[config.mk]
export PLATFORM = sky130hd
export DESIGN_NAME = clnb_bin
export DESIGN_NICKNAME = d
export VERILOG_FILES = /design/src/rtl/clnb_pkg.sv /design/src/rtl/clnb_bin.sv
export SDC_FILE = /design/constraint.sdc
export NUM_CORES = 2
export LEC_CHECK = 0
export ABC_AREA = 1
export ABC_CLOCK_PERIOD_IN_PS = 12600
export BUFFER_PORTS_ARGS = -buffer_cell sky130_fd_sc_hd__buf_2
export CAP_MARGIN = 10
export CORE_MARGIN = 2
export CORE_UTILIZATION = 65
export CTS_CLUSTER_SIZE = 25
export DETAILED_ROUTE_END_ITERATION = 7
export GPL_TIMING_DRIVEN = 0
export PLACE_DENSITY = 0.93
export SYNTH_ARGS = -nofsm -noshare
export SYNTH_HDL_FRONTEND = slang
export SYNTH_SLANG_ARGS = --single-unit
[constraint.sdc]
create_clock -name clk_i -period 12.6 [get_ports clk_i]
set_input_delay 1.26 -clock clk_i [delete_from_list [all_inputs] [get_ports clk_i]]
set_output_delay 1.26 -clock clk_i [all_outputs]
set_load 0.005 [all_outputs]
[src/rtl/clnb_pkg.sv]
`timescale 1ns / 1ps
// ----------------------------------------------------------------------------
// clnb_pkg
// Shared types, codes and defaults for the cell-list neighbor binning engine.
// ----------------------------------------------------------------------------
package clnb_pkg;

  localparam int GRID_DIM_DEF      = 16;
  localparam int CELL_CAP_DEF      = 8;
  localparam int MAX_PARTICLES_DEF = 1024;

  localparam int MAX_OUT = 64;
  localparam int OUT_CW  = $clog2(MAX_OUT + 1);

  localparam int POS_W  = 24;
  localparam int ID_W   = 10;
  localparam int CFG_W  = 24;
  localparam int CELL_W = 16;

  localparam logic [22:0] HALF_BOX_RST  = 23'd3276800;
  localparam logic [23:0] INV_CELL_RST  = 24'd10486;
  localparam logic [4:0]  CELLS_AX_RST  = 5'd16;

  localparam logic [1:0] REG_HALF_BOX = 2'd0;
  localparam logic [1:0] REG_INV_CELL = 2'd1;
  localparam logic [1:0] REG_CELLS_AX = 2'd2;

  localparam logic [1:0] OP_CLEAR = 2'd0;
  localparam logic [1:0] OP_ENTRY = 2'd1;
  localparam logic [1:0] OP_QUERY = 2'd2;
  localparam logic [1:0] OP_NOP   = 2'd3;

  localparam logic [1:0] ST_OK      = 2'd0;
  localparam logic [1:0] ST_OUTSIDE = 2'd1;
  localparam logic [1:0] ST_FULL    = 2'd2;
  localparam logic [1:0] ST_TRUNC   = 2'd3;

  typedef struct packed {
    logic [1:0]             op;
    logic signed [POS_W-1:0] pos_x;
    logic signed [POS_W-1:0] pos_y;
    logic signed [POS_W-1:0] pos_z;
    logic [ID_W-1:0]        particle_id;
  } in_t;

  typedef struct packed {
    logic [ID_W-1:0] neighbor_id;
    logic            found;
    logic            last;
    logic [1:0]      status;
  } out_t;

endpackage

[src/rtl/clnb_bin.sv]
`timescale 1ns / 1ps
// ----------------------------------------------------------------------------
// clnb_bin
// Two-stage binning: offset add, then scale by the inverse cell size and
// range check, for all three axes in parallel.
// ----------------------------------------------------------------------------
module clnb_bin #(
  parameter int GRID_DIM = clnb_pkg::GRID_DIM_DEF
) (
  input  logic                                  clk_i,
  input  logic signed [clnb_pkg::POS_W-1:0]     pos_x_i,
  input  logic signed [clnb_pkg::POS_W-1:0]     pos_y_i,
  input  logic signed [clnb_pkg::POS_W-1:0]     pos_z_i,
  input  logic [22:0]                           half_box_i,
  input  logic [23:0]                           inv_cell_i,
  input  logic [clnb_pkg::CELL_W-1:0]           eff_dim_i,
  output logic                                  outside_o,
  output logic [$clog2(GRID_DIM)-1:0]           cx_o,
  output logic [$clog2(GRID_DIM)-1:0]           cy_o,
  output logic [$clog2(GRID_DIM)-1:0]           cz_o
);
  import clnb_pkg::*;

  localparam int CW = $clog2(GRID_DIM);

  logic signed [POS_W-1:0] pos [3];
  logic signed [POS_W:0]   sum_d [3];
  logic signed [POS_W:0]   sum_q [3];
  logic [47:0]             prod [3];
  logic [CELL_W-1:0]       bin_idx [3];
  logic [2:0]              out_d, out_q;
  logic [CW-1:0]           cell_q [3];

  assign pos[0] = pos_x_i;
  assign pos[1] = pos_y_i;
  assign pos[2] = pos_z_i;

  for (genvar i = 0; i < 3; i++) begin : g_axis
    assign sum_d[i]   = {pos[i][POS_W-1], pos[i]} + $signed({2'b00, half_box_i});
    assign prod[i]    = 48'(sum_q[i][POS_W-1:0]) * 48'(inv_cell_i);
    assign bin_idx[i] = prod[i][47:32];
    assign out_d[i]   = sum_q[i][POS_W] || (bin_idx[i] >= eff_dim_i);

    always_ff @(posedge clk_i) begin
      sum_q[i]  <= sum_d[i];
      out_q[i]  <= out_d[i];
      cell_q[i] <= bin_idx[i][CW-1:0];
    end
  end

  assign outside_o = |out_q;
  assign cx_o      = cell_q[0];
  assign cy_o      = cell_q[1];
  assign cz_o      = cell_q[2];

endmodule

==> reports/metrics.csv <==
stage;metric;value;unit
synth;synth_edf_count;0;
clocking;cts_root_buffer;clkbuf_16;
routing;finalWirelength;280;mm
setup_path;crit_path_top_delay_cell;clkbuf_1;
setup_path;path_common_cell;nand2_1;
placed_design;gp_congestion;1.13;
setup_path;cp-start-kind;input pin;
placed_design;hpwl;233;mm
floorplanning;ios;149;
floorplanning;die_y;325;um
routing;vias_per_cell;5.89;
floorplanning;die_x;325;um
finish;n_fill_cell;8742;
synth;syn_nets;11500;
routing;drc;6;
routing;firstDrtPassIters;8;
setup_path;reg2reg_slack;2900;ps
clocking;cts_hold_buf;0;
clocking;clk_latency;400;ps
finish;multi_input_area;52900;sq um
synth;synth_area;67000;sq um
clocking;cts_resized;0;
clocking;path_clk_slew;70;ps
floorplanning;coreArea;102000;sq um
timing;final-setup-viol-count;0;
timing;timing.fmax;0.0925;GHz
clocking;cts_setup_buffers;0;
timing;rsz0062_at_grt;false;
floorplanning;die-area;106000;sq um
clocking;cts_inserted_buffers;9;
setup_path;cpPeakStageDelay;1090;ps
routing;vias;63900;
synth;ys_warn_count;0;
routing;wl_per_cell;25.7;um
synth;yosysTopAreaCell;fa_1;
setup_path;end_kind;register;
global_routing;grt_util_all_layers;0.534;
finish;fin_cells;10900;
synth;syn_inst;9288;
synth;synthFlopType;dfxtp_1;
global_routing;grt_overflow;0;
synth;synth_top_cell_area_share;0.432;
timing;fin_crit_sh;0.858;
placed_design;placed_cells;10800;
floorplanning;initial_core_util;0.657;
placed_design;port_buffers;124;
synth;synth.distinct_cells;42;
min_path;min_path_type;register to register;
timing;hold_violations;0;
global_routing;grt_antenna_before_repair;27;
synth;synthTopCellsByArea;fa_1 (43%), inv_1 (16%), nand2_1 (15%);
timing;tns;0;ps
synth;ys_async_sr_fraction;0;
floorplanning;row_count;117;
synth;synth-seq-area-share;0.0269;
finish;drive_gt1_frac;0.0238;
clocking;clockBufferDepth;2;
setup_path;cp.required;12570;ps
timing;tightest_slew;1530;ps
setup_path;crit_type;input pin to register;
setup_path;worstPathArrival;10790;ps
finish;final-seq-area;1800;sq um
timing;slew_violations;32;
outcome;status;finished with violations;
global_routing;grt_pass1_vias;64100;
timing;period_needed;10810;ps
finish;syn2layout_area_growth;4.93;%
clocking;htree_levels;3;
clocking;cts_sinks;90;
clocking;cts_tree;done;
outcome;violations;DRC, capacitance limit, slew limit;
routing;antenna_left;0;
global_routing;grt_max_degree;19;
run;drv_cap;4;
synth;ys_seq_elements;90;
setup_path;crit_fanout;10;
timing;finClkSkew;30.5;ps
routing;drt-initial-drc-count;9463;
synth;synth_area_per_cell;7.21;sq um
timing;relSlewSlack;-0.0185;
global_routing;grt_pass1_wl;407;mm
finish;nets;11700;
metrics by stage:
stage	area [sq um]	hold slack, ps	setup WS [ps]	util
after floorplan	67000	406	4910	-
after global placement	69300	428	2230	0.680
after detailed placement	69600	421	2140	0.682
after CTS	69900	439	2510	0.685
after global routing	70200	456	1720	0.688
final	70300	445	1790	0.689
layout make-up:
cell class	count	area share
Antenna cell	29	0.00103
Inverter	2929	0.156
Clock inverter	7	0.00132
Tap cell	1368	0.0243
Buffer	336	0.0182
Sequential cell	90	0.0256
Clock buffer	9	0.00320
Timing Repair Buffer	157	0.0169
Multi-Input combinational cell	5933	0.753
routing by layer:
layer,vias to the layer above,wire length (um),track usage
met5,-,508,0.0231
met4,38,27300,0.396
met3,1519,53700,0.305
met2,5639,103000,0.683
met1,30200,95100,0.660
li1,26500,-,-
worst paths after layout:
kind | startpoint | cells past startpoint | to
max | inv_cell_i[0] | 32 | out_q[2]
min reg2reg | sum_q[0][49] | 2 | out_q[1]
max reg2reg | sum_q[0][61] | 34 | out_q[2]
min | sum_q[0][49] | 2 | out_q[1]
critical path, delay by kind of cell:
| family | cells | cell delay (ps) |
|---|---|---|
| fa+ha+maj | 9 | 4130 |
| compound gates | 3 | 1100 |
| simple gates | 11 | 1730 |
| buf+inv | 9 | 2540 |
cell usage after synthesis (9+ instances only):
library cell and number:
clkbuf_1 325, ha_1 627, nor2_2 11, o21ai_0 115, nand4_1 59, buf_1 9, o21bai_1 38, xnor2_1 23
nand2_1 2722, dfxtp_1 90, inv_1 2928, a21oi_1 251, a21o_1 10, nand2_2 15, nor3_1 49, nand3_1 151
fa_1 1446, nor2_1 313, xor2_1 47
cells by family (layout without fill, tap and decap cells):
group | count (synthesis) | after routing | synth area share
AND/OR/NAND/NOR | 3348 | 3348 | 0.196
buffers and inverters | 3265 | 3438 | 0.183
adder cells (fa/ha/maj) | 2073 | 2073 | 0.549
AO/OA/AOI/OAI | 442 | 442 | 0.0358
flip-flops | 90 | 90 | 0.0269
XOR/XNOR | 70 | 70 | 0.00915
other | 0 | 29 | 0
placed cells by master, fill, tap and decap left out, types with 23 or more instances in the layout:
master / Yosys / layout
nor2_1: 313 / 313
buf_8: 0 / 26
dfxtp_1: 90 / 90
fa_1: 1446 / 1446
nor3_1: 49 / 49
diode_2: 0 / 29
nand2_1: 2722 / 2722
nand4_1: 59 / 59
nand3_1: 151 / 151
xor2_1: 47 / 47
inv_1: 2928 / 2928
ha_1: 627 / 627
buf_2: 1 / 125
xnor2_1: 23 / 23
clkbuf_1: 325 / 316
a21oi_1: 251 / 251
o21ai_0: 115 / 115
o21bai_1: 38 / 38
state kept, by name, summed over array words and instances, names as in the netlist:
signal and count:
out_q 3, sum_q 75, cell_q 12
Power is left out: the tool's default activity adds up to more than one toggle a clock period on the data nets, which glitch-free logic cannot reach.
